--- config.mk ---
export PLATFORM = sky130hd
export DESIGN_NAME = uart_boot_image_loader
export DESIGN_NICKNAME = d
export VERILOG_FILES = /design/src/sv/ubil_pkg.sv /design/src/sv/uart_boot_image_loader.sv /design/src/sv/ubil_core.sv /design/src/sv/ubil_outq.sv
export SDC_FILE = /design/constraint.sdc
export NUM_CORES = 1
export LEC_CHECK = 0
export BUFFER_PORTS_ARGS = -buffer_cell sky130_fd_sc_hd__buf_2
export CORE_UTILIZATION = 50
export CTS_CLUSTER_SIZE = 40
export DETAILED_ROUTE_END_ITERATION = 7
export PLACE_DENSITY = 0.69
export SYNTH_ARGS = -nofsm -noshare
export SYNTH_HDL_FRONTEND = slang
export SYNTH_SLANG_ARGS = --single-unit
--- constraint.sdc ---
create_clock -name clk_i -period 5.8 [get_ports clk_i]
set_input_delay 0.58 -clock clk_i [delete_from_list [all_inputs] [get_ports clk_i]]
set_output_delay 0.58 -clock clk_i [all_outputs]
set_load 0.02 [all_outputs]
--- src/sv/ubil_pkg.sv ---
package ubil_pkg;

  localparam int unsigned MaxRes   = 3;
  localparam int unsigned QueueDep = 2;

  localparam logic [7:0] ByteStart = 8'h02;
  localparam logic [7:0] ByteHello = 8'h01;
  localparam logic [7:0] ByteAck   = 8'h06;
  localparam logic [7:0] ByteD     = 8'h44;

  localparam logic [15:0] ResetImageLen   = 16'd0;
  localparam logic [15:0] ResetFirstTmo   = 16'd614;
  localparam logic [15:0] ResetCharTmo    = 16'd102;
  localparam logic [2:0]  ResetMaxAttempt = 3'd3;
  localparam logic [5:0]  ResetIdLimit    = 6'd32;

  typedef enum logic [2:0] {
    CfgImageLen  = 3'd0,
    CfgFirstTmo  = 3'd1,
    CfgCharTmo   = 3'd2,
    CfgMaxAttmpt = 3'd3,
    CfgIdLimit   = 3'd4
  } cfg_idx_e;

  typedef enum logic [2:0] {
    PhIdle   = 3'd0,
    PhSearch = 3'd1,
    PhHeader = 3'd2,
    PhSend   = 3'd3,
    PhCheck  = 3'd4
  } phase_e;

  typedef enum logic [2:0] {
    ActStart  = 3'd0,
    ActTick   = 3'd1,
    ActRxByte = 3'd2,
    ActRxErr  = 3'd3,
    ActImage  = 3'd4
  } action_e;

  typedef enum logic [1:0] {
    KindTx      = 2'd0,
    KindRestart = 2'd1,
    KindOk      = 2'd2,
    KindFail    = 2'd3
  } kind_e;

  typedef enum logic [2:0] {
    ErrNone     = 3'd0,
    ErrTimeout  = 3'd1,
    ErrUart     = 3'd2,
    ErrNoStart  = 3'd3,
    ErrHeader   = 3'd4,
    ErrMismatch = 3'd5
  } err_e;

  typedef struct packed {
    logic [1:0] kind;
    logic [7:0] tx_byte;
    logic [2:0] error_code;
    logic [2:0] attempt;
  } result_t;

  typedef struct packed {
    logic [1:0]                cnt;
    result_t [MaxRes-1:0]      res;
  } bundle_t;

endpackage

--- src/sv/uart_boot_image_loader.sv ---
// channel   | handshake                 | payload
// ----------+---------------------------+------------------------------------------
// input     | in_valid_i / in_stall_o   | action_i, byte_value_i, framing_only_i
// result    | out_valid_o / out_stall_i | kind_o, tx_byte_o, error_code_o,
//           |                           | attempt_o, last_o
// config    | cfg_we_i                  | cfg_idx_i, cfg_data_i
//
// an item enters the input register, is stepped through the download state
// machine once the queue has room and its zero to three results go into a
// two-entry queue; one item per cycle while each gives at most one result and
// the output is not stalled, an item with several results gives them in turn
// asynchronous active-low reset clears control state and loads register defaults
// a stalled output backs up into the queue, then into the input register
module uart_boot_image_loader (
  input  logic        clk_i,
  input  logic        rst_ni,
  // input items
  input  logic        in_valid_i,
  output logic        in_stall_o,
  input  logic [2:0]  action_i,
  input  logic [7:0]  byte_value_i,
  input  logic        framing_only_i,
  // result items
  output logic        out_valid_o,
  input  logic        out_stall_i,
  output logic [1:0]  kind_o,
  output logic [7:0]  tx_byte_o,
  output logic [2:0]  error_code_o,
  output logic [2:0]  attempt_o,
  output logic        last_o,
  // register writes
  input  logic        cfg_we_i,
  input  logic [2:0]  cfg_idx_i,
  input  logic [15:0] cfg_data_i
);
  import ubil_pkg::*;

  bundle_t bundle;
  logic    push;
  logic    push_ok;
  result_t res;

  // download sequencer with its input register and register file
  ubil_core u_core (
    .clk_i          (clk_i),
    .rst_ni         (rst_ni),
    .in_valid_i     (in_valid_i),
    .in_stall_o     (in_stall_o),
    .action_i       (action_i),
    .byte_value_i   (byte_value_i),
    .framing_only_i (framing_only_i),
    .cfg_we_i       (cfg_we_i),
    .cfg_idx_i      (cfg_idx_i),
    .cfg_data_i     (cfg_data_i),
    .push_ok_i      (push_ok),
    .push_o         (push),
    .bundle_o       (bundle)
  );

  // result queue, unpacks each bundle one item at a time
  ubil_outq u_outq (
    .clk_i       (clk_i),
    .rst_ni      (rst_ni),
    .push_i      (push),
    .bundle_i    (bundle),
    .push_ok_o   (push_ok),
    .out_valid_o (out_valid_o),
    .out_stall_i (out_stall_i),
    .res_o       (res),
    .last_o      (last_o)
  );

  assign kind_o       = res.kind;
  assign tx_byte_o    = res.tx_byte;
  assign error_code_o = res.error_code;
  assign attempt_o    = res.attempt;

endmodule

--- src/sv/ubil_core.sv ---
module ubil_core (
  input  logic            clk_i,
  input  logic            rst_ni,
  input  logic            in_valid_i,
  output logic            in_stall_o,
  input  logic [2:0]      action_i,
  input  logic [7:0]      byte_value_i,
  input  logic            framing_only_i,
  input  logic            cfg_we_i,
  input  logic [2:0]      cfg_idx_i,
  input  logic [15:0]     cfg_data_i,
  input  logic            push_ok_i,
  output logic            push_o,
  output ubil_pkg::bundle_t bundle_o
);
  import ubil_pkg::*;

  // config registers
  logic [15:0] img_len_q, first_tmo_q, char_tmo_q;
  logic [2:0]  max_att_q;
  logic [5:0]  id_lim_q;

  // input register
  logic        in_vld_q;
  logic [2:0]  act_q;
  logic [7:0]  byte_q;
  logic        frm_q;

  // protocol state
  phase_e      phase_q, phase_d;
  logic [2:0]  att_q, att_d;
  logic [5:0]  sc_q, sc_d;
  logic [15:0] tmr_q, tmr_d;
  logic        short_q, short_d;
  logic [15:0] bs_q, bs_d;
  logic [7:0]  chk_q, chk_d;

  logic        proc;
  logic        in_take;
  logic        waiting;
  logic        do_fail;
  err_e        fail_err;
  logic [15:0] tmo_lim;
  logic [5:0]  sc_inc;
  logic [5:0]  id_lim_eff;
  logic [2:0]  att_lim;
  logic [15:0] bs_inc;
  bundle_t     bnd;

  assign proc       = in_vld_q & push_ok_i;
  assign in_stall_o = in_vld_q & ~push_ok_i;
  assign in_take    = in_valid_i & ~in_stall_o;

  always_ff @(posedge clk_i or negedge rst_ni) begin
    if (!rst_ni) begin
      img_len_q   <= ResetImageLen;
      first_tmo_q <= ResetFirstTmo;
      char_tmo_q  <= ResetCharTmo;
      max_att_q   <= ResetMaxAttempt;
      id_lim_q    <= ResetIdLimit;
    end else if (cfg_we_i) begin
      unique case (cfg_idx_i)
        CfgImageLen:  img_len_q   <= cfg_data_i;
        CfgFirstTmo:  first_tmo_q <= cfg_data_i;
        CfgCharTmo:   char_tmo_q  <= cfg_data_i;
        CfgMaxAttmpt: max_att_q   <= cfg_data_i[2:0];
        CfgIdLimit:   id_lim_q    <= cfg_data_i[5:0];
        default: ;
      endcase
    end
  end

  always_ff @(posedge clk_i or negedge rst_ni) begin
    if (!rst_ni) begin
      in_vld_q <= 1'b0;
    end else if (in_take) begin
      in_vld_q <= 1'b1;
    end else if (proc) begin
      in_vld_q <= 1'b0;
    end
  end

  always_ff @(posedge clk_i) begin
    if (in_take) begin
      act_q  <= action_i;
      byte_q <= byte_value_i;
      frm_q  <= framing_only_i;
    end
  end

  always_ff @(posedge clk_i or negedge rst_ni) begin
    if (!rst_ni) begin
      phase_q <= PhIdle;
      att_q   <= '0;
      sc_q    <= '0;
      tmr_q   <= '0;
      short_q <= 1'b0;
      bs_q    <= '0;
      chk_q   <= '0;
    end else if (proc) begin
      phase_q <= phase_d;
      att_q   <= att_d;
      sc_q    <= sc_d;
      tmr_q   <= tmr_d;
      short_q <= short_d;
      bs_q    <= bs_d;
      chk_q   <= chk_d;
    end
  end

  assign waiting    = (phase_q == PhSearch) || (phase_q == PhHeader) || (phase_q == PhCheck);
  assign tmo_lim    = (phase_q == PhSearch && !short_q) ? first_tmo_q : char_tmo_q;
  assign sc_inc     = 6'(sc_q + 6'd1);
  assign id_lim_eff = (id_lim_q == '0) ? 6'd1 : id_lim_q;
  assign att_lim    = (max_att_q == '0) ? 3'd1 : max_att_q;
  assign bs_inc     = 16'(bs_q + 16'd1);

  always_comb begin
    phase_d  = phase_q;
    att_d    = att_q;
    sc_d     = sc_q;
    tmr_d    = tmr_q;
    short_d  = short_q;
    bs_d     = bs_q;
    chk_d    = chk_q;
    do_fail  = 1'b0;
    fail_err = ErrNone;
    bnd      = '0;

    unique case (act_q)
      ActStart: begin
        att_d   = 3'd1;
        phase_d = PhSearch;
        sc_d    = '0;
        tmr_d   = '0;
        short_d = 1'b0;
        bs_d    = '0;
        chk_d   = '0;
        bnd.cnt = 2'd1;
        bnd.res[0] = '{kind: KindRestart, tx_byte: 8'h00, error_code: ErrNone,
                       attempt: 3'd1};
      end
      ActTick: begin
        if (waiting) begin
          if (tmr_q >= tmo_lim) begin
            do_fail  = 1'b1;
            fail_err = ErrTimeout;
          end else begin
            tmr_d = 16'(tmr_q + 16'd1);
          end
        end
      end
      ActRxByte: begin
        unique case (phase_q)
          PhSearch: begin
            tmr_d = '0;
            if (byte_q == ByteStart) begin
              phase_d = PhHeader;
              bnd.cnt = 2'd3;
              bnd.res[0] = '{kind: KindTx, tx_byte: ByteHello, error_code: ErrNone,
                             attempt: att_q};
              bnd.res[1] = '{kind: KindTx, tx_byte: img_len_q[7:0], error_code: ErrNone,
                             attempt: att_q};
              bnd.res[2] = '{kind: KindTx, tx_byte: img_len_q[15:8], error_code: ErrNone,
                             attempt: att_q};
            end else begin
              if (byte_q == ByteD) short_d = 1'b1;
              sc_d = sc_inc;
              if (sc_inc >= id_lim_eff) begin
                do_fail  = 1'b1;
                fail_err = ErrNoStart;
              end
            end
          end
          PhHeader: begin
            tmr_d = '0;
            if (byte_q == ByteAck) begin
              bs_d    = '0;
              chk_d   = '0;
              phase_d = (img_len_q == '0) ? PhCheck : PhSend;
            end else begin
              do_fail  = 1'b1;
              fail_err = ErrHeader;
            end
          end
          PhCheck: begin
            tmr_d = '0;
            if (byte_q == chk_q) begin
              phase_d = PhIdle;
              bnd.cnt = 2'd2;
              bnd.res[0] = '{kind: KindTx, tx_byte: ByteAck, error_code: ErrNone,
                             attempt: att_q};
              bnd.res[1] = '{kind: KindOk, tx_byte: 8'h00, error_code: ErrNone,
                             attempt: att_q};
            end else begin
              do_fail  = 1'b1;
              fail_err = ErrMismatch;
            end
          end
          default: ;
        endcase
      end
      ActRxErr: begin
        if (waiting && !frm_q) begin
          do_fail  = 1'b1;
          fail_err = ErrUart;
        end
      end
      ActImage: begin
        if (phase_q == PhSend) begin
          chk_d   = chk_q ^ byte_q;
          bs_d    = bs_inc;
          bnd.cnt = 2'd1;
          bnd.res[0] = '{kind: KindTx, tx_byte: byte_q, error_code: ErrNone,
                         attempt: att_q};
          if (bs_inc >= img_len_q) begin
            phase_d = PhCheck;
            tmr_d   = '0;
          end
        end
      end
      default: ;
    endcase

    // a failure is always the only result of its item
    if (do_fail) begin
      bnd.cnt = 2'd1;
      if (att_q < att_lim) begin
        att_d   = 3'(att_q + 3'd1);
        phase_d = PhSearch;
        sc_d    = '0;
        tmr_d   = '0;
        short_d = 1'b0;
        bs_d    = '0;
        chk_d   = '0;
        bnd.res[0] = '{kind: KindRestart, tx_byte: 8'h00, error_code: fail_err,
                       attempt: att_d};
      end else begin
        phase_d = PhIdle;
        bnd.res[0] = '{kind: KindFail, tx_byte: 8'h00, error_code: fail_err,
                       attempt: att_q};
      end
    end
  end

  assign push_o   = proc & (bnd.cnt != 2'd0);
  assign bundle_o = bnd;

endmodule

--- src/sv/ubil_outq.sv ---
module ubil_outq (
  input  logic              clk_i,
  input  logic              rst_ni,
  input  logic              push_i,
  input  ubil_pkg::bundle_t bundle_i,
  output logic              push_ok_o,
  output logic              out_valid_o,
  input  logic              out_stall_i,
  output ubil_pkg::result_t res_o,
  output logic              last_o
);
  import ubil_pkg::*;

  bundle_t    q_q [QueueDep];
  logic       wr_ptr_q, rd_ptr_q;
  logic [1:0] cnt_q;
  logic [1:0] idx_q;
  bundle_t    head;
  logic       take;
  logic       pop;

  assign head        = q_q[rd_ptr_q];
  assign out_valid_o = cnt_q != 2'd0;
  assign res_o       = head.res[idx_q];
  assign last_o      = idx_q == 2'(head.cnt - 2'd1);
  assign take        = out_valid_o & ~out_stall_i;
  assign pop         = take & last_o;
  assign push_ok_o   = cnt_q != 2'(QueueDep);

  always_ff @(posedge clk_i) begin
    if (push_i) q_q[wr_ptr_q] <= bundle_i;
  end

  always_ff @(posedge clk_i or negedge rst_ni) begin
    if (!rst_ni) begin
      wr_ptr_q <= 1'b0;
      rd_ptr_q <= 1'b0;
      cnt_q    <= '0;
      idx_q    <= '0;
    end else begin
      if (push_i) wr_ptr_q <= ~wr_ptr_q;
      if (pop) begin
        rd_ptr_q <= ~rd_ptr_q;
        idx_q    <= '0;
      end else if (take) begin
        idx_q <= 2'(idx_q + 2'd1);
      end
      unique case ({push_i, pop})
        2'b10:   cnt_q <= 2'(cnt_q + 2'd1);
        2'b01:   cnt_q <= 2'(cnt_q - 2'd1);
        default: cnt_q <= cnt_q;
      endcase
    end
  end

endmodule

==> results.py <==
metrics = {
    "clock_network": {
        "cts_tree": "built",
        "cts.clk_slew.worst_paths_ps": 60,
        "h-tree-depth": 1,
        "hold_buffers": 0,
        "clk_latency_ps": 510,
        "cts.repair.resized": 0,
        "clock_sinks": 211,
        "cts_root_buffer": "clkbuf_16",
        "postCtsSetupRepairBufs": 0,
        "clk_path_buf_depth": 3,
        "cts_buffers": 23,
    },
    "global_route": {
        "track_usage_pct": 23.4,
        "grt_overflow": 0,
        "antenna_found_initial": 0,
        "grt_pass1_wl_um": 40100,
        "grt_max_degree": 63,
        "grt_pass1_vias": 7407,
    },
    "synthesis": {
        "ys_ff_latch": 211,
        "syn_inst": 949,
        "syn_area_per_cell_um2": 11.4,
        "synth.yosys.seq_area_share_pct": 53.3,
        "async_reset_ff_share_pct": 55.5,
        "synth_nets": 1030,
        "yosysWarnings": 0,
        "yosys.cell_types.count": 70,
        "synthesis.area_mm2": 0.0108,
        "synth_edf_count": 94,
        "yosys_most_used_dff": "dfrtp_1",
    },
    "sta": {
        "max_freq_mhz": 207,
        "worst_pin_slew_ps": 1160,
        "finalClockSkew_ps": 15.0,
        "maxSlewViolCount": 0,
        "finalCriticalPeriod_ps": 4830,
        "slew-limit-headroom_pct": 22.1,
        "whs_ps": 164,
        "period_share_pct": 83.3,
        "final_hold_viol_count": 0,
        "setup-violations-final": 0,
        "rsz0062_at_grt": "no",
    },
    "worst_setup_path": {
        "crit_fanout": 41,
        "cp_data_required_time_ps": 5940,
        "reg2regPathDepth": 14,
        "rr_endpoint": "u_outq.q_q[0][5]",
        "worstSetupStartpointType": "register",
        "cp-end-kind": "register",
        "r2r_slack_ps": 970,
        "worstPathArrival_ps": 4970,
        "reg2reg_from": "u_core.phase_q[0]",
        "path_class": "reg -> reg",
    },
    "place": {
        "place_inst": 1248,
        "place_congestion": 0.899,
        "io_buffers": 54,
        "hpwlAfterDp_um": 17600,
    },
    "routing": {
        "drcViolationCount": 0,
        "via_count": 7606,
        "wirelength_um": 25300,
        "wl_per_cell_um": 19.6,
        "drt_pass1_iterations": 5,
        "drtAntennaViolNets": 0,
        "drt-vias-per-instance": 5.90,
        "drt-initial-drc-count": 491,
    },
    "run_status": {
        "status": "finished, final reports clean",
    },
    "finish": {
        "finalNonFillerCells": 1290,
        "diodes": 0,
        "final_core_util_pct": 57.4,
        "fin_nets": 1079,
        "area_growth_pct": 11.9,
        "drive_gt1_share_pct": 17.8,
    },
    "die": {
        "fp.dieH_um": 149,
        "fp.dieArea_mm2": 0.0222,
        "rows": 53,
        "start_util_pct": 51.3,
        "boundaryPins": 55,
        "chipWidth_um": 149,
        "coreArea_mm2": 0.0211,
    },
    "power": {
        "power.density_mw_per_mm2": 428,
        "p_leak_nw": 5.13,
        "ir_drop_mv": 0.204,
    },
    "job": {
        "maxCapViolations": 0,
    },
    "worst_hold_path": {
        "holdCritPathClass": "in -> async",
    },
}
per-stage QoR:
step	instance area, µm²	setup slack (ps)	power (mW)	setup TNS, ps
global route	12100	703	5.49	0
CTS	12100	979	5.21	0
finish	12100	969	5.18	0
global placement	11400	1070	3.76	0
detailed placement	11400	1020	3.81	0
floorplan	10800	-279	3.31	-22910
cells by family after synthesis:
family / after synthesis / share of synthesized area (%)
AOI/OAI and AO/OA: 208 / 12.8
xor gates and xnor gates: 33 / 2.67
adders and majority gates: 45 / 5.21
muxes: 85 / 9.70
buffers and inverters: 92 / 3.28
and+or+nand+nor: 275 / 13.0
DFF: 211 / 53.3
how the worst max path moves through the flow:
stage	startpoint	to	cells after the start
after CTS	u_core.phase_q[0]	u_outq.q_q[0][24]	14
final	u_core.phase_q[0]	u_outq.q_q[0][5]	14
after detailed placement	u_core.phase_q[2]	u_outq.q_q[0][43]	14
after global routing	u_core.phase_q[2]	u_outq.q_q[0][5]	14
after floorplan	u_core.phase_q[2]	u_outq.q_q[0][0]	15
after global placement	u_core.phase_q[2]	u_outq.q_q[0][41]	14
registers in the layout, summed over array words and instances (netlist names), 6 cells and up:
register / cells
u_core.chk_q: 8
u_core.id_lim_q: 6
u_core.img_len_q: 16
u_core.tmr_q: 16
u_outq.q_q: 82
u_core.byte_q: 8
u_core.sc_q: 6
u_core.bs_q: 16
u_core.first_tmo_q: 16
u_core.char_tmo_q: 16
cell type report:
type | count | area, µm²
clock buffer | 30 | 632
clock inverter | 12 | 83.8
fill | 1807 | 8990
inverter | 50 | 188
multi-input combinational | 646 | 4720
sequential | 211 | 5770
tap | 275 | 344
timing repair buffer | 66 | 363
layer usage:
| layer | vias up | GRT usage (%) | wire length [µm] |
|---|---|---|---|
| met3 | 38 | 3.49 | 1460 |
| met2 | 207 | 37.1 | 11600 |
| met1 | 3741 | 33.4 | 11600 |
| met5 | - | 0 | 0 |
| met4 | 0 | 6.68 | 573 |
| li1 | 3620 | - | - |
power by group:
part	internal, mW	switching, mW
Clock	0.809	0.586
Sequential	1.84	0.317
Combinational	0.694	0.938
Total	3.34	1.84
cells in the mapped netlist (7+ instances only):
cell / number / area share, %
a21o_1: 12 / 0.83
a21oi_1: 29 / 1.3
a22o_1: 23 / 1.9
a22oi_1: 7 / 0.49
and2_1: 9 / 0.52
and3_1: 25 / 1.4
buf_2: 7 / 0.32
clkbuf_1: 33 / 1.1
dfrtp_1: 105 / 24
dfstp_2: 12 / 2.9
edfxtp_1: 94 / 26
ha_1: 45 / 5.2
inv_1: 50 / 1.7
mux2_2: 38 / 4.0
mux2i_1: 35 / 3.2
mux4_2: 12 / 2.5
nand2_1: 74 / 2.6
nand2b_1: 8 / 0.46
nand3_1: 30 / 1.4
nand4_1: 12 / 0.69
nor2_1: 48 / 1.7
nor2b_1: 10 / 0.58
nor3_1: 20 / 0.93
nor4_1: 10 / 0.58
o21ai_0: 62 / 2.9
o21ai_1: 9 / 0.42
o22ai_1: 13 / 0.75
xnor2_1: 13 / 1.1
xor2_1: 20 / 1.6
critical path, cell delays in order, from the launching register on:
cell	delay, ps
dfrtp_1	510
nand2b_1	230
nor3_2	210
buf_4	320
mux2_2	380
ha_1	260
nand2b_1	80
a2111oi_0	90
or4_1	550
nand3_1	210
a311o_1	530
nor3_1	160
a21o_1	330
nor2_4	100
buf_4	460
cells in the final DEF, fill, tap and decap left out, drive strengths merged, types with 6 or more instances in the layout:
| cell | instances |
|---|---|
| dfrtp | 105 |
| edfxtp | 94 |
| nand2 | 75 |
| o21ai | 72 |
| buf | 66 |
| inv | 51 |
| nor2 | 49 |
| ha | 45 |
| mux2 | 38 |
| mux2i | 35 |
| nand3 | 30 |
| a21oi | 30 |
| clkbuf | 30 |
| and3 | 25 |
| a22o | 23 |
| nor3 | 21 |
| xor2 | 20 |
| o22ai | 14 |
| xnor2 | 13 |
| mux4 | 12 |
| nand4 | 12 |
| a21o | 12 |
| dfstp | 12 |
| nor4 | 12 |
| nor2b | 10 |
| and2 | 10 |
| clkinv | 10 |
| nand2b | 8 |
| a22oi | 8 |
| a31oi | 6 |
Note: power is estimated with default switching activity, not from simulation.
